## src/hw/rtl/c2u_pkg.sv

```systemverilog
// Shared types and constants of the CS0 to UTF-8 converter.
package c2u_pkg;

	localparam int unsigned QUEUE_DEPTH = 2;
	localparam int unsigned MAX_RUN     = 4;
	localparam int unsigned RUN_IDX_W   = $clog2(MAX_RUN);

	localparam logic [7:0] ID_8BIT_A  = 8'd8;
	localparam logic [7:0] ID_8BIT_B  = 8'd254;
	localparam logic [7:0] ID_16BIT_A = 8'd16;
	localparam logic [7:0] ID_16BIT_B = 8'd255;

	localparam logic [15:0] LIMIT_1BYTE = 16'h0080;
	localparam logic [15:0] LIMIT_2BYTE = 16'h0800;
	localparam logic [7:0]  LEAD_2BYTE  = 8'hc0;
	localparam logic [7:0]  LEAD_3BYTE  = 8'he0;
	localparam logic [7:0]  CONT_MARK   = 8'h80;
	localparam logic [5:0]  CONT_MASK   = 6'h3f;

	typedef struct packed {
		logic [7:0] in_byte;
		logic       last_of_string;
	} in_item_t;

	typedef struct packed {
		logic [7:0] utf8_byte;
		logic       is_terminator;
		logic       bad_id;
		logic       run_last;
	} result_t;

	// All results of one input byte, to go out one per cycle while popped.
	typedef struct packed {
		logic [MAX_RUN-1:0][7:0] bytes;
		logic [RUN_IDX_W-1:0]    last_idx;
		logic                    term_last;
		logic                    bad;
	} job_t;

endpackage

```

## src/hw/rtl/c2u_front.sv

```systemverilog
// Front end: tracks the string phase and turns each byte into a run of zero or more results.
module c2u_front (
	input  logic              clk,
	input  logic              arst_n,
	input  logic              accept,
	input  c2u_pkg::in_item_t item,
	output logic              job_push,
	output c2u_pkg::job_t     job
);
	import c2u_pkg::*;

	typedef enum logic [2:0] {
		PH_ID   = 3'd0,
		PH_B8   = 3'd1,
		PH_HI   = 3'd2,
		PH_LO   = 3'd3,
		PH_SKIP = 3'd4
	} phase_t;

	phase_t     phase_q, phase_d;
	logic [7:0] held_q, held_d;

	logic [15:0]                 chr;
	logic [MAX_RUN-1:0][7:0]     enc_bytes;
	logic [RUN_IDX_W-1:0]        enc_last;
	logic                        emit;
	logic                        is_valid_id;
	logic                        is_8bit_id;
	logic [7:0]                  b;
	logic                        last;

	assign b    = item.in_byte;
	assign last = item.last_of_string;
	assign chr  = (phase_q == PH_LO) ? {held_q, b} : {8'h00, b};

	assign is_8bit_id  = (b == ID_8BIT_A) || (b == ID_8BIT_B);
	assign is_valid_id = is_8bit_id || (b == ID_16BIT_A) || (b == ID_16BIT_B);

	always_comb begin
		enc_bytes = '0;
		if (chr < LIMIT_1BYTE) begin
			enc_bytes[0] = chr[7:0];
			enc_last     = RUN_IDX_W'(0);
		end else if (chr < LIMIT_2BYTE) begin
			enc_bytes[0] = LEAD_2BYTE | {3'b000, chr[10:6]};
			enc_bytes[1] = CONT_MARK | {2'b00, chr[5:0] & CONT_MASK};
			enc_last     = RUN_IDX_W'(1);
		end else begin
			enc_bytes[0] = LEAD_3BYTE | {4'h0, chr[15:12]};
			enc_bytes[1] = CONT_MARK | {2'b00, chr[11:6]};
			enc_bytes[2] = CONT_MARK | {2'b00, chr[5:0] & CONT_MASK};
			enc_last     = RUN_IDX_W'(2);
		end
	end

	always_comb begin
		job     = '0;
		emit    = 1'b0;
		phase_d = phase_q;
		held_d  = held_q;
		unique case (phase_q) inside
			PH_B8, PH_LO: begin
				emit = 1'b1;
				if (chr == 16'h0000) begin
					// A zero character ends the string early.
					job.term_last = 1'b1;
					phase_d       = last ? PH_ID : PH_SKIP;
				end else begin
					job.bytes = enc_bytes;
					if (last) begin
						job.last_idx  = enc_last + RUN_IDX_W'(1);
						job.term_last = 1'b1;
						phase_d       = PH_ID;
					end else begin
						job.last_idx = enc_last;
						phase_d      = (phase_q == PH_LO) ? PH_HI : PH_B8;
					end
				end
			end
			PH_HI: begin
				held_d = b;
				if (last) begin
					emit          = 1'b1;
					job.term_last = 1'b1;
					phase_d       = PH_ID;
				end else begin
					phase_d = PH_LO;
				end
			end
			PH_SKIP: begin
				if (last) begin
					phase_d = PH_ID;
				end
			end
			default: begin
				if (is_valid_id) begin
					if (last) begin
						emit          = 1'b1;
						job.term_last = 1'b1;
						phase_d       = PH_ID;
					end else begin
						phase_d = is_8bit_id ? PH_B8 : PH_HI;
					end
				end else begin
					emit    = 1'b1;
					job.bad = 1'b1;
					phase_d = last ? PH_ID : PH_SKIP;
				end
			end
		endcase
	end

	assign job_push = accept && emit;

	always_ff @(posedge clk or negedge arst_n) begin
		if (!arst_n) begin
			phase_q <= PH_ID;
			held_q  <= 8'h00;
		end else if (accept) begin
			phase_q <= phase_d;
			held_q  <= held_d;
		end
	end

endmodule

```

## src/hw/rtl/c2u_fifo.sv

```systemverilog
// Short job queue between the front end and the result serializer.
module c2u_fifo #(
	parameter int unsigned DEPTH = c2u_pkg::QUEUE_DEPTH
) (
	input  logic          clk,
	input  logic          arst_n,
	input  logic          push,
	input  c2u_pkg::job_t wr_job,
	output logic          full,
	input  logic          pop,
	output logic          head_valid,
	output c2u_pkg::job_t head_job
);
	import c2u_pkg::*;

	localparam int unsigned AW = (DEPTH > 1) ? $clog2(DEPTH) : 1;
	localparam int unsigned CW = $clog2(DEPTH + 1);
	localparam logic [AW-1:0] PTR_LAST = AW'(DEPTH - 1);
	localparam logic [CW-1:0] CNT_FULL = CW'(DEPTH);

	job_t          entry_q [DEPTH];
	logic [AW-1:0] wr_ptr_q;
	logic [AW-1:0] rd_ptr_q;
	logic [CW-1:0] count_q;

	assign full       = (count_q == CNT_FULL);
	assign head_valid = (count_q != '0);
	assign head_job   = entry_q[rd_ptr_q];

	always_ff @(posedge clk) begin
		if (push) begin
			entry_q[wr_ptr_q] <= wr_job;
		end
	end

	always_ff @(posedge clk or negedge arst_n) begin
		if (!arst_n) begin
			wr_ptr_q <= '0;
			rd_ptr_q <= '0;
			count_q  <= '0;
		end else begin
			if (push) begin
				wr_ptr_q <= (wr_ptr_q == PTR_LAST) ? '0 : wr_ptr_q + AW'(1);
			end
			if (pop) begin
				rd_ptr_q <= (rd_ptr_q == PTR_LAST) ? '0 : rd_ptr_q + AW'(1);
			end
			if (push && !pop) begin
				count_q <= count_q + CW'(1);
			end else if (pop && !push) begin
				count_q <= count_q - CW'(1);
			end
		end
	end

	a_count_range: assert property (@(posedge clk) disable iff (!arst_n)
		count_q <= CNT_FULL)
		else $error("job queue count beyond depth");

	a_no_overflow: assert property (@(posedge clk) disable iff (!arst_n)
		push |-> (!full || pop))
		else $error("job pushed into a full queue");

	a_no_underflow: assert property (@(posedge clk) disable iff (!arst_n)
		pop |-> head_valid)
		else $error("job popped from an empty queue");

endmodule

```

## src/hw/rtl/c2u_back.sv

```systemverilog
// Back end: sends each job's results one per cycle while popped, via an output register.
module c2u_back (
	input  logic             clk,
	input  logic             arst_n,
	input  logic             head_valid,
	input  c2u_pkg::job_t    head_job,
	output logic             head_pop,
	output logic             empty,
	input  logic             pop,
	output c2u_pkg::result_t result
);
	import c2u_pkg::*;

	logic [RUN_IDX_W-1:0] idx_q;
	logic                 out_valid_q;
	result_t              out_q;
	logic                 load;
	logic                 at_end;

	assign load     = head_valid && (!out_valid_q || pop);
	assign at_end   = (idx_q == head_job.last_idx);
	assign head_pop = load && at_end;
	assign empty    = !out_valid_q;
	assign result   = out_q;

	always_ff @(posedge clk or negedge arst_n) begin
		if (!arst_n) begin
			idx_q       <= '0;
			out_valid_q <= 1'b0;
		end else begin
			if (load) begin
				idx_q <= at_end ? '0 : idx_q + RUN_IDX_W'(1);
			end
			if (load) begin
				out_valid_q <= 1'b1;
			end else if (pop) begin
				out_valid_q <= 1'b0;
			end
		end
	end

	always_ff @(posedge clk) begin
		if (load) begin
			out_q.utf8_byte     <= head_job.bytes[idx_q];
			out_q.is_terminator <= head_job.term_last && at_end;
			out_q.bad_id        <= head_job.bad;
			out_q.run_last      <= at_end;
		end
	end

	a_idx_bounded: assert property (@(posedge clk) disable iff (!arst_n)
		head_valid |-> (idx_q <= head_job.last_idx))
		else $error("result index ran past the end of its job");

	a_run_last_pops: assert property (@(posedge clk) disable iff (!arst_n)
		head_pop |=> (out_valid_q && out_q.run_last))
		else $error("job retired without a run_last result");

endmodule

```

## src/hw/rtl/cs0_to_utf8_converter.sv

```systemverilog
// Top level of the CS0 to UTF-8 converter.
// Bytes of a CS0 string enter one per request; the first byte of each string is the
// compression ID (8 or 254 for 8-bit characters, 16 or 255 for big-endian 16-bit
// characters) and last_of_string flags the final byte. Each byte becomes zero to four
// results of one UTF-8 byte each: the character's encoding, then a zero terminator
// if the string ends there or the character is zero; an unknown ID gives one result
// with bad_id set and the rest of that string is skipped. run_last marks the final
// result of each input byte. Input is taken every cycle while the job queue has room;
// the output side delivers one result per cycle while results are popped, so a byte
// with several results holds the output until all have gone (an 8-bit character
// below 0x80 gives one result, one from 0x80 up gives two, and a three-byte
// character with its terminator gives four). A result passes through the job queue
// and the output register before it appears on the result ports. The queue depth
// (QUEUE_DEPTH jobs) sets how long input keeps flowing while the output is stalled.
module cs0_to_utf8_converter #(
	parameter int unsigned QUEUE_DEPTH = c2u_pkg::QUEUE_DEPTH
) (
	input  logic              clk,
	input  logic              arst_n,
	input  logic              push,
	output logic              full,
	input  c2u_pkg::in_item_t item,
	output logic              empty,
	input  logic              pop,
	output c2u_pkg::result_t  result
);
	import c2u_pkg::*;

	logic accept;
	logic job_push;
	job_t job;
	logic head_valid;
	job_t head_job;
	logic head_pop;

	assign accept = push && !full;

	c2u_front u_front (
		.clk      (clk),
		.arst_n   (arst_n),
		.accept   (accept),
		.item     (item),
		.job_push (job_push),
		.job      (job)
	);

	c2u_fifo #(
		.DEPTH (QUEUE_DEPTH)
	) u_fifo (
		.clk        (clk),
		.arst_n     (arst_n),
		.push       (job_push),
		.wr_job     (job),
		.full       (full),
		.pop        (head_pop),
		.head_valid (head_valid),
		.head_job   (head_job)
	);

	c2u_back u_back (
		.clk        (clk),
		.arst_n     (arst_n),
		.head_valid (head_valid),
		.head_job   (head_job),
		.head_pop   (head_pop),
		.empty      (empty),
		.pop        (pop),
		.result     (result)
	);

endmodule
```

## config.mk

```make
export PLATFORM = sky130hd
export DESIGN_NAME = cs0_to_utf8_converter
export DESIGN_NICKNAME = d
export VERILOG_FILES = /design/src/hw/rtl/c2u_pkg.sv /design/src/hw/rtl/c2u_front.sv /design/src/hw/rtl/c2u_fifo.sv /design/src/hw/rtl/c2u_back.sv /design/src/hw/rtl/cs0_to_utf8_converter.sv
export SDC_FILE = /design/constraint.sdc
export NUM_CORES = 1
export LEC_CHECK = 0
export BUFFER_PORTS_ARGS = -buffer_cell sky130_fd_sc_hd__buf_2
export CAP_MARGIN = 20
export CORE_ASPECT_RATIO = 1.75
export CORE_MARGIN = 1
export CORE_UTILIZATION = 35
export CTS_CLUSTER_SIZE = 20
export DETAILED_ROUTE_END_ITERATION = 6
export SLEW_MARGIN = 20
export SYNTH_ARGS = -nofsm -noshare
export SYNTH_HDL_FRONTEND = slang
export SYNTH_SLANG_ARGS = --single-unit
```

## constraint.sdc

```tcl
create_clock -name clk -period 6.9 [get_ports clk]
set_input_delay 1.38 -clock clk [delete_from_list [all_inputs] [get_ports clk]]
set_output_delay 1.38 -clock clk [all_outputs]
set_load 0.01 [all_outputs]
```

# == Yosys cells after proc, flatten, opt, wreduce, memory -nomap -nowiden ==
# Memory sizes are Yosys's and may differ from the RTL's.
# Cells that the tools add are included.
# word_totals
register_bits,29
mem_bits_rw,72
inputBits,13
out_inout_bits,13
wordCells,94
mem_count,1
# memory_table
name,depth,width,read_ports,rd_clocked_by_memory_dff,wr,line_no,text
u_fifo.entry_q,2,36,1,0,1,c2u_fifo.sv:21,job_t entry_q [DEPTH];
# classes
addsub,6
order_cmp,3
n_eq_ne,11
mux,39
reduce_logical,23
# ops
op,n
34-bit two-way mux,1
16-bit two-way mux,2
26-bit two-way mux,1
8-bit two-way mux,3
2-bit two-way mux,9
3-bit two-way mux,6
8-bit binary-select mux with 2-bit select,1
8-bit equality test (second input constant),2
16-bit zero test,1
16-bit by 12-bit < comparator with 1-bit output (second input constant),1
16-bit by 8-bit < comparator with 1-bit output (second input constant),1
14-bit two-way mux,1
1-bit two-way mux,12
3-bit one-hot mux with 3 select lines,1
8-bit by 4-bit equality test with 1-bit output (second input constant),1
8-bit by 5-bit equality test with 1-bit output (second input constant),1
1-bit logical AND,7
2-bit by 1-bit adder with 2-bit output (second input constant),3
3-bit by 2-bit equality test with 1-bit output (second input constant),2
1-bit one-hot mux with 3 select lines,2
2-bit nonzero test,3
1-bit zero test,4
1-bit logical OR,4
2-bit AND reduction,2
other kinds (10),11

# == Longest topological paths before layout ==
# depth
ltp_word,11
mapped_depth,10
ltp_nobuf,9

# == By module ==
# From an unflattened synthesis, not the netlist that was laid out.
# hier_totals
cells_unflattened,329
hier_area_um2,4939.7
# by_module_without_submodules
module,instances,cells_per_inst,area_each_um2,seq_area_each_um2
c2u_fifo,1,128,2936.6,2262.2
c2u_front,1,158,1267.5,275.3
c2u_back,1,42,721.9,405.4
cs0_to_utf8_converter,1,1,13.8,0.0

# == Worst setup path before layout ==
# OpenSTA, ideal clock, no wires.
# synth_path
kind,input port to flip-flop
from,in item[4] (netlist bit)
to,mem u_fifo.entry_q[1][0] (netlist bit) (enable)
setup_ps,409
arrival_ps,3438
required_time_ps,6491
path_slack_ps,3053
stages,5
path_buffers,1
path_cell_list,clkbuf_1 -> xor2_1 -> a21o_1 -> a211o_1 -> nor2_1
# synth_between
elab_chain_cells,9
elab_cells_between_ends,12
cone_classes,4 x eq/ne; 4 x mux; 4 x reduce/logical
# synth_lines
item,line_no,text
"start, declared",cs0_to_utf8_converter.sv:22,"input c2u_pkg::in_item_t item,"
8-bit by 4-bit equality test with 1-bit output / 8-bit equality test (equally long branches),c2u_front.sv:36,assign is_8bit_id = (b == ID_8BIT_A) || (b == ID_8BIT_B);
1-bit logical OR,c2u_front.sv:36,
1-bit logical OR,c2u_front.sv:37,assign is_valid_id = is_8bit_id || (b == ID_16BIT_A) || (b == ID_16BIT_B);
1-bit logical OR *,c2u_front.sv:37,
1-bit two-way mux *,c2u_front.sv:96,if (is_valid_id) begin
1-bit one-hot mux with 3 select lines *,c2u_front.sv:61,unique case (phase_q) inside
1-bit logical AND *,c2u_front.sv:113,assign job_push = accept && emit;
1-bit two-way mux *,c2u_fifo.sv:31,if (push) begin
1-bit two-way mux (implied by the code) *,c2u_fifo.sv:32,entry_q[wr_ptr_q] <= wr_job;
"end, declared",c2u_fifo.sv:21,
# Every way passes the cells marked *; elsewhere a longest branch is shown, timed or not.

==> results.md <==
* P_sw at around 590 µW
* CTS Hold Buffers Added at 0
* R2r setup slk at 3960 ps
* Final GP Congestion at between 0.8 and 0.9
* Initial DRC count at 178
* Core Area at a little over 10000 µm²
* DRT Wirelength at 7190 µm
* Routed Antenna Nets at 0
* Post-route insts no fill at about 440
* GRT Residual Overflow at 0
* Final period util at a little over half
* Pwr dens at 444 nW/µm²
* Crit-path max cell delay at just under 800 ps
* FMAX at ~0.28 GHz
* Area Growth Syn to Fin at 15.3%
* Final hold violation count at 0
* Worst Clk Skew at between 3 and 4 ps
* Die span in x at 79.5 µm
* Clk slew on worst S/H paths at 60 ps
* Post-synthesis cell type count at 46
* Internal cell power at roughly 1300 µW
* Post-DP HPWL at roughly 5200 µm
* Syn Nets at between 200 and 300
* Total number of vias at 2300
* Largest net degree at the start of global routing at 27
* Synthesized area per cell at roughly 13 µm²
* Site Rows at 49
* Clock root buffer: clkbuf_16
* DP Area at just under 4000 µm²
* Ys flop type: edfxtp_1
* PortBufs at 25
* DP Worst Slack at 2940 ps
* Final #Nets at between 300 and 400
* Slew @ Worst Pin at ~780 ps
* Max-Cap Viols at 0
* Clock group share of total power at 26.0%
* Reg area at around 2300 µm²
* Endpoint class of the critical path: flop
* Multi-input logic area at ~1200 µm²
* Final min period at 3630 ps
* Share of cells above drive strength 1 at a little under a fifth
* Final count of negative-setup-slack endpoints at 0
* Ant diodes at 0
* Post-synth top area cell: edfxtp_1
* CP arrival at around 3700 ps
* Slowest cell on crit path: o41ai_4
* Number of synthesized flops with an enable pin at between 60 and 70
* Unrepaired setup endpoints after global routing: no
* Hold Path Class: reg2reg
* Initial Util at between 30% and 40%
* Crit start category: input pin
* Initial antenna violation count at 0
* Combinational Power Share at a little under a third
* First-pass GRT wire length at 11300 µm
* Num CTS Buffers at 9
* Yosys top cell area share at about half
* H-tree depth at 3
* Seq/Total Area, Yosys at roughly 64%
* #FFs+latches synth at 81
* Crit-path max FO at 14
* Leak pwr at approximately 0.0016 µW
* Vias/cell at 5.28
* Max Slew Vio Count at 0
* Number of I/O pins at 26
* Synth area leaders: edfxtp_1 (51%), dfrtp_1 (12%), mux2i_1 (4.4%), mux4_2 (3.1%), nor2_1 (2.7%)
* Yosys warnings at 0
* Height of the die at between 100 and 150 µm
* FFs w/ async S/R, synth at between 20% and 30%
* Worst endpoint required time at 6980 ps
* CTS tree: done
* VDD IR max at around 0.21 mV
* Slew HR at a little under half
* Sequential share of power at between 40% and 50%
* Design area at 4240 µm²
* Crit path cell chain: buf_2 > or4_1 > or4_4 > o41ai_4 > nor2_1 > o221a_1
* Fillers at roughly 940
* Synth Instances at around 280
* All-layer global routing usage at approximately 14%
* DRC at 0
* Post-CTS setup buffers at 0
* Die area at 10900 µm²
* CTS Buffer Depth at 2
* Net switching fraction of the power at 31.2%
* TNS Setup at 0 ps
* Category of the most critical setup path: in2reg
* Drt pass-1 iters at 4
* Final WS setup at around 3300 ps
* Cell area after synthesis at 3670 µm²
* Outcome: finished, final reports clean
* Vias in the first global route at approximately 2200
* Cts repair resizes at 0
* Skew-Pair Late Insertion Delay at 330 ps
* DP Cell Count at around 420
* # clock sinks at between 80 and 90
* Wire per inst at ~16 µm
==> flip-flops by register name (all words and copies together), names as in the netlist <==
| signal | count |
|---|---|
| u_back.idx_q | 2 |
| u_front.held_q | 8 |
| u_back.result | 11 |
| u_fifo.wr_ptr_q | 1 |
| u_fifo.entry_q | 52 |
| u_fifo.rd_ptr_q | 1 |
| u_back.out_valid_q | 1 |
| u_front.phase_q | 3 |
| u_fifo.count_q | 2 |
==> per-layer routing <==
layer	track usage, %	routed length [µm]	up-vias
met5	0	0	-
met4	10.9	301	0
met2	26.1	3930	60
li1	-	-	1098
met1	14.2	2750	1120
met3	2.52	209	22
==> cells in the mapped netlist (3+ instances only) <==
master    count
nor3_1        8
nor2_1       26
xnor2_1       7
nor4_1        3
a21oi_1      10
a22oi_1       4
edfxtp_1     63
a31oi_1       7
mux2i_1      16
inv_1        16
and2_1        7
mux4_2        5
clkbuf_1     10
or3_1         3
nand2b_1      6
o22ai_1       5
nand2_1      13
mux2_2        7
dfrtp_1      18
xor2_1        3
o21ai_0       8
==> cell type report <==
type	count	share of cell area [%]
clock buffers	11	5.49
clock inverters	4	1.62
inverters	16	1.42
multi-input cells	168	28.8
flip-flops and latches	81	55.3
well taps	127	3.75
repair buffers	29	3.66
==> power groups by stage <==
stage,logic [µW],clock network (µW),registers [µW]
global route,633,513,844
finish,565,489,827
global placement,563,0,831
floorplan,437,0,810
detailed placement,573,0,839
CTS,577,498,831
==> worst max-delay path: cells and delay by family <==
kind,cells,cell delay (ps)
AND/OR/NAND/NOR,3,1150
AO/OA/AOI/OAI,2,1040
buffers and inverters,1,130
==> final timing paths <==
kind                                         start                    end  depth (start not counted)
worst max-delay path                       item[2]   u_fifo.entry_q[1][4]                          6
worst min-delay path             u_fifo.count_q[1]      u_fifo.count_q[1]                          1
worst max register to register  u_front.phase_q[0]  u_fifo.entry_q[0][14]                          7
worst min register to register   u_fifo.count_q[1]      u_fifo.count_q[1]                          1
max in group asynchronous                   arst_n      u_front.held_q[2]                          1
min in group asynchronous                   arst_n     u_front.phase_q[2]                          1
==> cell usage in the layout, fill, tap and decap left out, types with 6 or more instances in the layout <==
master / n
buf_2: 25
nand2b_1: 6
a31oi_1: 7
inv_1: 16
and2_1: 7
nand2_1: 13
edfxtp_1: 63
clkbuf_16: 9
dfrtp_1: 18
mux2i_1: 16
o21ai_0: 8
nor2_1: 24
a21oi_1: 10
nor3_1: 8
mux2_2: 7
xnor2_1: 7
==> kinds of logic after synthesis <==
group,synth area share [%]
adders and majority gates,0.340
muxes,9.57
xor gates and xnor gates,2.38
DFF,63.7
AOI/OAI and AO/OA,10.9
buffers and inverters,3.23
and+or+nand+nor,9.81
==> metrics by stage <==
step	utilization (%)	hold slack, ps	power, µW
2_1_floorplan	-	464	1250
3_3_place_gp	38.4	482	1390
3_5_place_dp	38.4	490	1410
4_1_cts	41.4	498	1910
5_1_grt	41.4	536	1990
6_report	41.4	493	1880
No activity file was read; power rests on OpenSTA's default activity.
